## config.mk

```make
export PLATFORM = sky130hd
export DESIGN_NAME = sorted_list_insert_delete_core
export DESIGN_NICKNAME = d
export VERILOG_FILES = /design/src/sv/slid_pkg.sv /design/src/sv/sorted_list_insert_delete_core.sv /design/src/sv/slid_datapath.sv /design/src/sv/slid_ctrl.sv
export SDC_FILE = /design/constraint.sdc
export NUM_CORES = 2
export LEC_CHECK = 0
export ABC_AREA = 1
export BUFFER_PORTS_ARGS = -buffer_cell sky130_fd_sc_hd__clkbuf_2
export CAP_MARGIN = 10
export CORE_ASPECT_RATIO = 0.9
export CORE_UTILIZATION = 44
export CTS_BUF_LIST = sky130_fd_sc_hd__clkbuf_4
export DETAILED_ROUTE_END_ITERATION = 8
export PLACE_DENSITY = 0.65
export SLEW_MARGIN = 25
export SYNTH_ARGS = -nofsm -noshare
export SYNTH_HDL_FRONTEND = slang
export SYNTH_SLANG_ARGS = --single-unit
```

## constraint.sdc

```tcl
create_clock -name clk_i -period 4.6 [get_ports clk_i]
set_input_delay 0.23 -clock clk_i [delete_from_list [all_inputs] [get_ports clk_i]]
set_output_delay 0.23 -clock clk_i [all_outputs]
set_load 0.03 [all_outputs]
```

## src/sv/slid_pkg.sv

```systemverilog
// Package for the sorted list insert/delete core.
// Holds the sizes, item codes, controller states and controller/datapath structs.
// No dependencies.
`timescale 1ns / 1ps

package slid_pkg;

  // Store size and derived widths.
  localparam int CAPACITY = 16;
  localparam int DATA_W   = 32;
  localparam int CNT_W    = $clog2(CAPACITY + 1);

  // Item kinds on the input channel.
  typedef enum logic {
    KIND_INSERT = 1'b0,
    KIND_DELETE = 1'b1
  } kind_e;

  // Result status codes.
  typedef enum logic [1:0] {
    STAT_INSERTED  = 2'd0,
    STAT_FULL      = 2'd1,
    STAT_DELETED   = 2'd2,
    STAT_NOT_FOUND = 2'd3
  } status_e;

  // Controller states.
  typedef enum logic {
    CTL_IDLE   = 1'b0,
    CTL_RESULT = 1'b1
  } ctl_state_e;

  // Command from the controller to the datapath.
  typedef struct packed {
    logic exec;
  } ctl_cmd_t;

  // Status from the datapath to the controller.
  typedef struct packed {
    logic [CNT_W-1:0] count;
  } dp_stat_t;

endpackage

```

## src/sv/sorted_list_insert_delete_core.sv

```systemverilog
// Top level of the sorted list insert/delete core.
// Instantiates slid_ctrl and slid_datapath; depends on slid_pkg.
`timescale 1ns / 1ps

// Channel | direction | handshake              | payload
// input   | in        | in_valid_i / in_ready_o | kind_i, value_i
// output  | out       | out_valid_o / out_ready_i | status_o, removed_value_o,
//         |           |                        | entry_count_o, smallest_valid_o,
//         |           |                        | smallest_value_o
//
// Each item is executed in the cycle it is accepted: all 16 entries are
// compared in parallel and shift up or down by one place in that same edge.
// The result is presented on the following cycle and is held in a one-item
// output slot; a new item is taken while the slot is empty or being emptied,
// giving one item per cycle when the output is not stalled.
// Reset empties the store; entry contents are not cleared.

module sorted_list_insert_delete_core (
  input  logic                               clk_i,
  input  logic                               rst_ni,
  input  logic                               in_valid_i,
  output logic                               in_ready_o,
  input  logic                               kind_i,
  input  logic signed [slid_pkg::DATA_W-1:0] value_i,
  output logic                               out_valid_o,
  input  logic                               out_ready_i,
  output logic [1:0]                         status_o,
  output logic signed [slid_pkg::DATA_W-1:0] removed_value_o,
  output logic [slid_pkg::CNT_W-1:0]         entry_count_o,
  output logic                               smallest_valid_o,
  output logic signed [slid_pkg::DATA_W-1:0] smallest_value_o
);

  slid_pkg::ctl_cmd_t cmd;
  slid_pkg::dp_stat_t stat;

  // Handshake controller.
  slid_ctrl u_ctrl (
    .clk_i       (clk_i),
    .rst_ni      (rst_ni),
    .in_valid_i  (in_valid_i),
    .in_ready_o  (in_ready_o),
    .out_valid_o (out_valid_o),
    .out_ready_i (out_ready_i),
    .cmd_o       (cmd),
    .stat_i      (stat)
  );

  // Entry store and result datapath.
  slid_datapath u_datapath (
    .clk_i            (clk_i),
    .rst_ni           (rst_ni),
    .cmd_i            (cmd),
    .stat_o           (stat),
    .kind_i           (kind_i),
    .value_i          (value_i),
    .status_o         (status_o),
    .removed_value_o  (removed_value_o),
    .entry_count_o    (entry_count_o),
    .smallest_valid_o (smallest_valid_o),
    .smallest_value_o (smallest_value_o)
  );

endmodule

```

## src/sv/slid_datapath.sv

```systemverilog
// Datapath of the sorted list core: the row of stored entries, the count,
// the per-entry compares and the result registers. Depends on slid_pkg.
`timescale 1ns / 1ps

module slid_datapath (
  input  logic                         clk_i,
  input  logic                         rst_ni,
  input  slid_pkg::ctl_cmd_t           cmd_i,
  output slid_pkg::dp_stat_t           stat_o,
  input  logic                         kind_i,
  input  logic signed [slid_pkg::DATA_W-1:0] value_i,
  output logic [1:0]                   status_o,
  output logic signed [slid_pkg::DATA_W-1:0] removed_value_o,
  output logic [slid_pkg::CNT_W-1:0]   entry_count_o,
  output logic                         smallest_valid_o,
  output logic signed [slid_pkg::DATA_W-1:0] smallest_value_o
);

  logic [slid_pkg::DATA_W-1:0] ent_q [slid_pkg::CAPACITY];
  logic [slid_pkg::DATA_W-1:0] ent_d [slid_pkg::CAPACITY];
  logic [slid_pkg::CNT_W-1:0]  cnt_q, cnt_d;
  slid_pkg::status_e           status_q, status_d;
  logic [slid_pkg::DATA_W-1:0] removed_q, removed_d;

  logic [slid_pkg::CAPACITY-1:0] valid_vec;
  logic [slid_pkg::CAPACITY-1:0] lt_vec;
  logic [slid_pkg::CAPACITY-1:0] eq_vec;
  logic [slid_pkg::CAPACITY-1:0] first_eq;
  logic [slid_pkg::CAPACITY-1:0] before_eq;
  logic                          found;
  logic                          full;
  logic [slid_pkg::DATA_W-1:0]   val_key;

  // Flipping the sign bit makes an unsigned compare follow signed order.
  assign val_key = value_i ^ {1'b1, {(slid_pkg::DATA_W-1){1'b0}}};

  // Compare every stored entry with the item value in parallel.
  for (genvar g = 0; g < slid_pkg::CAPACITY; g++) begin : g_cmp
    logic [slid_pkg::DATA_W-1:0] ent_key;
    assign ent_key      = ent_q[g] ^ {1'b1, {(slid_pkg::DATA_W-1){1'b0}}};
    assign valid_vec[g] = (slid_pkg::CNT_W'(g) < cnt_q);
    assign lt_vec[g]    = valid_vec[g] && (ent_key < val_key);
    assign eq_vec[g]    = valid_vec[g] && (ent_q[g] == value_i);
  end

  // The first match is the lowest set bit; bits below it keep their entries.
  assign first_eq  = eq_vec & (~eq_vec + slid_pkg::CAPACITY'(1));
  assign before_eq = first_eq - slid_pkg::CAPACITY'(1);
  assign found     = |eq_vec;
  assign full      = (cnt_q >= slid_pkg::CNT_W'(slid_pkg::CAPACITY));

  // Next entries, count and result for the item being executed.
  always_comb begin
    for (int i = 0; i < slid_pkg::CAPACITY; i++) begin
      ent_d[i] = ent_q[i];
    end
    cnt_d     = cnt_q;
    status_d  = status_q;
    removed_d = removed_q;
    if (cmd_i.exec) begin
      removed_d = '0;
      if (kind_i == slid_pkg::KIND_INSERT) begin
        if (full) begin
          status_d = slid_pkg::STAT_FULL;
        end else begin
          status_d = slid_pkg::STAT_INSERTED;
          cnt_d    = cnt_q + slid_pkg::CNT_W'(1);
          // Entries at or after the insert point move up by one place.
          for (int i = 0; i < slid_pkg::CAPACITY; i++) begin
            if (!lt_vec[i]) begin
              if (i == 0) begin
                ent_d[i] = value_i;
              end else if (lt_vec[i-1]) begin
                ent_d[i] = value_i;
              end else begin
                ent_d[i] = ent_q[i-1];
              end
            end
          end
        end
      end else begin
        if (found) begin
          status_d  = slid_pkg::STAT_DELETED;
          removed_d = value_i;
          cnt_d     = cnt_q - slid_pkg::CNT_W'(1);
          // Entries from the first match on move down by one place.
          for (int i = 0; i < slid_pkg::CAPACITY - 1; i++) begin
            if (!before_eq[i]) begin
              ent_d[i] = ent_q[i+1];
            end
          end
        end else begin
          status_d = slid_pkg::STAT_NOT_FOUND;
        end
      end
    end
  end

  // Entry row and result registers: payload only, no reset.
  always_ff @(posedge clk_i) begin
    for (int i = 0; i < slid_pkg::CAPACITY; i++) begin
      ent_q[i] <= ent_d[i];
    end
    status_q  <= status_d;
    removed_q <= removed_d;
  end

  // Entry count.
  always_ff @(posedge clk_i or negedge rst_ni) begin
    if (!rst_ni) begin
      cnt_q <= '0;
    end else begin
      cnt_q <= cnt_d;
    end
  end

  // The count and head change only when a result is issued, so they serve
  // the pending result directly.
  assign stat_o.count     = cnt_q;
  assign status_o         = status_q;
  assign removed_value_o  = removed_q;
  assign entry_count_o    = cnt_q;
  assign smallest_valid_o = (cnt_q != '0);
  assign smallest_value_o = (cnt_q != '0) ? ent_q[0] : '0;

endmodule

```

## src/sv/slid_ctrl.sv

```systemverilog
// Controller of the sorted list core: handshake state machine that starts
// each item in the datapath and holds the result. Depends on slid_pkg.
`timescale 1ns / 1ps

module slid_ctrl (
  input  logic                clk_i,
  input  logic                rst_ni,
  input  logic                in_valid_i,
  output logic                in_ready_o,
  output logic                out_valid_o,
  input  logic                out_ready_i,
  output slid_pkg::ctl_cmd_t  cmd_o,
  input  slid_pkg::dp_stat_t  stat_i
);

  slid_pkg::ctl_state_e state_q, state_d;
  logic                 accept;

  assign accept = in_valid_i && in_ready_o;

  // Next state: a new item fills the result slot, a taken result frees it.
  always_comb begin
    state_d = state_q;
    case (state_q)
      slid_pkg::CTL_IDLE: begin
        if (accept) state_d = slid_pkg::CTL_RESULT;
      end
      slid_pkg::CTL_RESULT: begin
        if (accept) begin
          state_d = slid_pkg::CTL_RESULT;
        end else if (out_ready_i) begin
          state_d = slid_pkg::CTL_IDLE;
        end
      end
      default: state_d = slid_pkg::CTL_IDLE;
    endcase
  end

  // Outputs: the slot may be refilled in the cycle its result is taken.
  always_comb begin
    in_ready_o  = 1'b0;
    out_valid_o = 1'b0;
    case (state_q)
      slid_pkg::CTL_IDLE: begin
        in_ready_o = 1'b1;
      end
      slid_pkg::CTL_RESULT: begin
        out_valid_o = 1'b1;
        in_ready_o  = out_ready_i;
      end
      default: begin
        in_ready_o  = 1'b0;
        out_valid_o = 1'b0;
      end
    endcase
    cmd_o.exec = accept;
  end

  // State register.
  always_ff @(posedge clk_i or negedge rst_ni) begin
    if (!rst_ni) begin
      state_q <= slid_pkg::CTL_IDLE;
    end else begin
      state_q <= state_d;
    end
  end

  // An accepted item always leaves a result pending.
  a_accept_result: assert property (@(posedge clk_i) disable iff (!rst_ni)
    accept |=> out_valid_o)
    else $error("no result after accepted item");

  // The entry count never exceeds the store size.
  a_count_bound: assert property (@(posedge clk_i) disable iff (!rst_ni)
    stat_i.count <= slid_pkg::CNT_W'(slid_pkg::CAPACITY))
    else $error("entry count beyond capacity");

  // The count moves only when an item is executed.
  a_count_stable: assert property (@(posedge clk_i) disable iff (!rst_ni)
    !cmd_o.exec |=> $stable(stat_i.count))
    else $error("entry count changed without an item");

  // A result waiting without being taken stays valid.
  a_result_held: assert property (@(posedge clk_i) disable iff (!rst_ni)
    (out_valid_o && !out_ready_i) |=> out_valid_o)
    else $error("pending result dropped");

endmodule
```

Yosys cells after proc, flatten, opt, wreduce, memory -nomap -nowiden

Memories as Yosys holds them, arrays and structs flattened.
Index checks and enable logic that the tools add are counted.

Add/sub/neg operators: 4
Order comparisons: 33
Eq/ne operators: 18
Multiplexer cells: 64
Bitwise operators: 20
Reduce and logical (&&, ||, !) cells: 37

Operators with widths:

| operator                                                                    | number |
|---|---|
| 32-bit 2-to-1 mux                                                           | 48 |
| 512-bit 2-to-1 mux                                                          | 2 |
| 480-bit 2-to-1 mux                                                          | 2 |
| 32-bit == test                                                              | 16 |
| 32-bit less-than comparator                                                 | 16 |
| 4-bit by 5-bit less-than comparator with 1-bit output, first input constant | 8 |
| 1-bit logical AND                                                           | 33 |
| 3-bit by 5-bit less-than comparator with 1-bit output, first input constant | 4 |
| 1-bit NOT                                                                   | 18 |
| 16-bit OR reduction                                                         | 1 |
| 15-bit by 1-bit adder with 15-bit output, second input constant             | 1 |
| 15-bit AND                                                                  | 1 |
| 5-bit 2-to-1 mux                                                            | 3 |
| 15-bit NOT                                                                  | 1 |
| 15-bit by 1-bit subtractor with 15-bit output, second input constant        | 1 |
| 1-bit by 5-bit less-than comparator with 1-bit output, first input constant | 2 |
| 2-bit by 5-bit less-than comparator with 1-bit output, first input constant | 2 |
| 1-bit 2-to-1 mux                                                            | 6 |
| 5-bit by 1-bit adder with 5-bit output, second input constant               | 1 |
| 5-bit greater-or-equal comparator, second input constant                    | 1 |
| 5-bit nonzero test                                                          | 1 |
| 5-bit by 1-bit subtractor with 5-bit output, second input constant          | 1 |
| 1-bit one-hot mux with 2 select lines                                       | 2 |
| 3-bit AND reduction                                                         | 1 |
| other kinds (4)                                                             | 4 |

Flip-flop bits (word level): 40
RAM bits: 512
Input bits: 37
Output and inout port bits: 74
Logic and storage cells: 181
Memories kept: 1

Memories:

| memory           | depth | bits a word | read ports | clocked after Yosys merged registers in | write ports | line                | RTL |
|---|---|---|---|---|---|---|---|
| u_datapath.ent_q | 16    | 32          | 16         | 0                                       | 16          | slid_datapath.sv:19 | `logic [slid_pkg::DATA_W-1:0] ent_q [slid_pkg::CAPACITY];` |

Longest topological paths before layout

An unclocked memory read counts as a cell.

Word-level depth: 11
Depth in mapped cells: 17
Depth with buffers taken out: 15

Cells and area by module

Synthesis repeated with hierarchy kept, for this count alone.

Cells, all modules: 5468
Area, all modules: 42010.3 µm²

By module, submodules not included:

| module        | instances | cells an instance | area an instance (µm²) | sequential area each (µm²) |
|---|---|---|---|---|
| slid_datapath | 1         | 5462              | 41965.2                | 16520.8 |
| slid_ctrl     | 1         | 6                 | 45.0                   | 25.0 |

Worst setup path after synthesis

No wires, ideal clock.

Path type: input port to flip-flop
Start point: input value_i[22] (netlist name)
End point: memory u_datapath.ent_q[2][32] (netlist name), enable pin
Library setup time: 0.421 ns
Data arrival time: 3.851 ns
Data required time: 4.179 ns
Setup slack: 0.328 ns
Stages: 17
Path buffers: 3
Cell sequence: inv_1 > clkbuf_1 > clkbuf_1 > ha_1 > nand2_1 > nor2_1 > nand2_1 > nor2_1 > nand3_1 > nand2_1 > nor2_1 > nand2_1 > nor2_2 > nand3_4 > nand2_4 > buf_8 > nor2_1

RTL lines:

| element     | line                                 | RTL |
|---|---|---|
| from (decl) | sorted_list_insert_delete_core.sv:24 | `input logic signed [slid_pkg::DATA_W-1:0] value_i,` |
| to (decl)   | slid_datapath.sv:19                  |  |

==> flow_summary_export.csv <==
group,metric,value,unit
finish,synthToLayoutAreaGrowth,11.42,%
die,io_pins,111,
die,core-area,93630,um^2
drt,wl_per_cell,22.66,um
timing,rsz0062_at_grt,"false",
yosys,yosysSeqAreaShare,0.3949,
global_route,grt_busiest_layer,"met2",
clocking,cts_buffer_depth,3,
timing,fmax,257.8,MHz
placement,gp_congestion,0.9867,
die,std_cell_rows,106,
finish,n_fill_cell,9381,
power,irDropWorstVdd,0.2318,mV
placement,io_buffers,110,
timing,skew,0.09424,ns
finish,final-seq-area,16550,um^2
global_route,met2_usage,0.5192,
global_route,track_usage,0.3239,
drt,via_per_inst,5.897,
die,design.die.area,96470,um^2
timing,finalWorstSetupSlack,0.7215,ns
yosys,yosysTopAreaCellShare,0.3913,
worst_setup_path,critPathSlowestCell,"clkinv_1",
worst_setup_path,cp.required,5.26,ns
placement,dpl.hpwl,110.3,mm
drt,first_pass_iters,6,
clocking,clkTransAtPathRegs,0.06,ns
drt,first_iter_violations,4800,
clocking,cts.htree.levels,4,
clocking,clock-sinks,552,
flow_run,cap_violations,0,
yosys,ys_warn_count,0,
clocking,ctsHoldBuffers,36,
worst_setup_path,crit_path_frequent_cell,"nand2_1",
global_route,use_met1,0.4181,
yosys,syn_inst,5478,
worst_setup_path,path_class,"input port to register",
worst_setup_path,start_kind,"input port",
global_route,overflow,0,
die,initial_core_util,0.4475,
power,p_per_area,409.3,nW/um^2
drt,drc,0,
status,status,"complete, no violations",
yosys,syn-cell-area,41900,um^2
power,leakagePower,21.17,nW
yosys,synth_commonest_cells,"nand2_1, nand3_1, edfxtp_1, ha_1, a21oi_1",
yosys,ys_async_sr_fraction,0.01087,
timing,finalSetupTns,0,ns
yosys,syn_nets,5999,
clocking,cts_buffers,161,
timing,finalMaxSlewViolations,0,
worst_setup_path,worst_ep_arrival_time,4.54,ns
timing,min_period_over_period,0.8432,
global_route,grt_max_degree,186,
global_route,grt.met3_usage,0.06589,
timing,final_hold_viol_count,0,
worst_setup_path,cp-end-kind,"register",
timing,relSlewSlack,0.3272,
finish,fin_nets,6143,
yosys,ys_seq_elements,552,
drt,ant_nets,0,
yosys,synth.most_common_cell,"nand2_1",
finish,drive_above_1_share,0.09828,
placement,place_ws,0.2755,ns
timing,worst_pin_slew,1.009,ns
drt,totalWireLength,158.5,mm
global_route,grt_pass1_vias,39150,
clocking,cts_setup_buffers,0,
die,die_w,327.3,um
yosys,synth-edff-count,546,
worst_hold_path,hold_path_class,"input port to async pin",
worst_setup_path,max_stage_delay,0.63,ns
finish,multi_input_area,22640,um^2
clocking,root_buffer,"clkbuf_4",
global_route,antenna_found_initial,3,
drt,vias,41260,
yosys,yosysUniqueCellTypes,43,
worst_setup_path,cp_cell_sequence,"dlygate4sd3_1, clkbuf_2, clkinv_1, buf_12, ha_1, nand2_1, nor2_1, nand2_1, nor2_1, nand3_1, nand2_1, nor2_1, nand2_1, nor2_2, nand3_4, nand2_4, nor2_2, buf_4",
yosys,netlist_top_cells_area,"edfxtp_1, nand2_1, ha_1",
yosys,synth_ff_type,"edfxtp_1",
worst_setup_path,cp_max_fo,32,
timing,min_period,3.879,ns
die,die_height,294.8,um
clocking,cts_resized,0,
clocking,clk_latency,1.11,ns
global_route,grt_pass1_wl,237.1,mm
clocking,cts_tree,"built",
timing,finalSetupViolCount,0,
yosys,yosys.area.top_type,"edfxtp_1",
yosys,synth_area_per_cell,7.649,um^2
-- metrics by stage --
step                area [um^2]  hold WS (ns)    util  power [W]  instances
floorplan                 41900      -0.06559       -    0.01182       5478
global placement          44230       0.07607  0.4724    0.01395       6665
detailed placement        44230       0.07803  0.4724    0.01409       6665
CTS                       46670       0.05588  0.4984    0.01903       6991
global route              46680        0.1038  0.4986    0.02024       6997
finish                    46680        0.1457  0.4986    0.01911       6997
-- layer usage --
layer | wire (um) | vias up
met5 | 0 | -
li1 | - | 19130
met1 | 62830 | 19480
met2 | 72610 | 2227
met3 | 15890 | 416
met4 | 7205 | 0
-- logic make-up after synthesis --
logic type	count (synthesis)	synth area share
AOI/OAI and AO/OA	923	0.1142
DFF	552	0.3949
adders and majority gates	484	0.1445
buffers and inverters	726	0.06743
and+or+nand+nor	2778	0.2759
xor gates and xnor gates	15	0.003136
-- power breakdown --
part | switching (W) | total (W) | internal, W | leakage (nW)
clock | 0.00245 | 0.00494 | 0.00248 | 1.23
combinational | 0.00529 | 0.00754 | 0.00225 | 14.8
sequential | 0.000391 | 0.00663 | 0.00624 | 5.10
-- final cells by class --
class,instances,area share
antenna,6,0.0003216
multi-input combinational,4200,0.4850
sequential,552,0.3544
timing repair buffer,285,0.04851
tap,1242,0.03329
clock buffer,237,0.03811
clock inverter,53,0.006379
inverter,422,0.03393
-- state kept, by name, summed over array words and instances, names as in the netlist --
name,count
u_datapath.removed_value_o,32
u_datapath.status_o,2
u_datapath.entry_count_o,5
u_datapath.ent_q,512
u_ctrl.state_q,1
-- cell usage in the layout (no fill, tap or decap), types with 8 or more instances in the layout --
cell type,n
a21oi_1,448
buf_12,24
buf_4,115
clkbuf_2,109
clkbuf_4,237
clkinv_1,61
clkinv_2,8
dlygate4sd3_1,36
edfxtp_1,546
ha_1,484
inv_1,381
inv_2,15
nand2_1,1667
nand3_1,760
nand4_1,29
nor2_1,267
nor2_2,21
o2111ai_1,9
o211ai_1,14
o21ai_0,381
o21ai_1,16
o22ai_1,33
xor2_1,8
-- final timing paths --
| path | start | to | slack [ns] | depth (start not counted) |
|---|---|---|---|---|
| max | value_i[1] | u_datapath.ent_q[5][8] | 0.72 | 18 |
| min | rst_ni | u_ctrl.state_q | 0.15 | 3 |
| max reg2reg | u_datapath.ent_q[3][53] | u_datapath.ent_q[5][8] | 0.82 | 14 |
| min reg2reg | u_datapath.ent_q[7][32] | u_datapath.ent_q[7][0] | 0.54 | 2 |
| max in group asynchronous | rst_ni | u_datapath.entry_count_o[2] | 4.20 | 3 |
| min in group clk_i | value_i[21] | u_datapath.ent_q[3][53] | 0.16 | 6 |
-- worst max-delay path, delay by kind of cell --
family,cells,cell delay [ns]
buf+inv,5,2.16
fa+ha+maj,1,0.33
simple gates,12,1.75
Power figures use the tool's default switching activity.
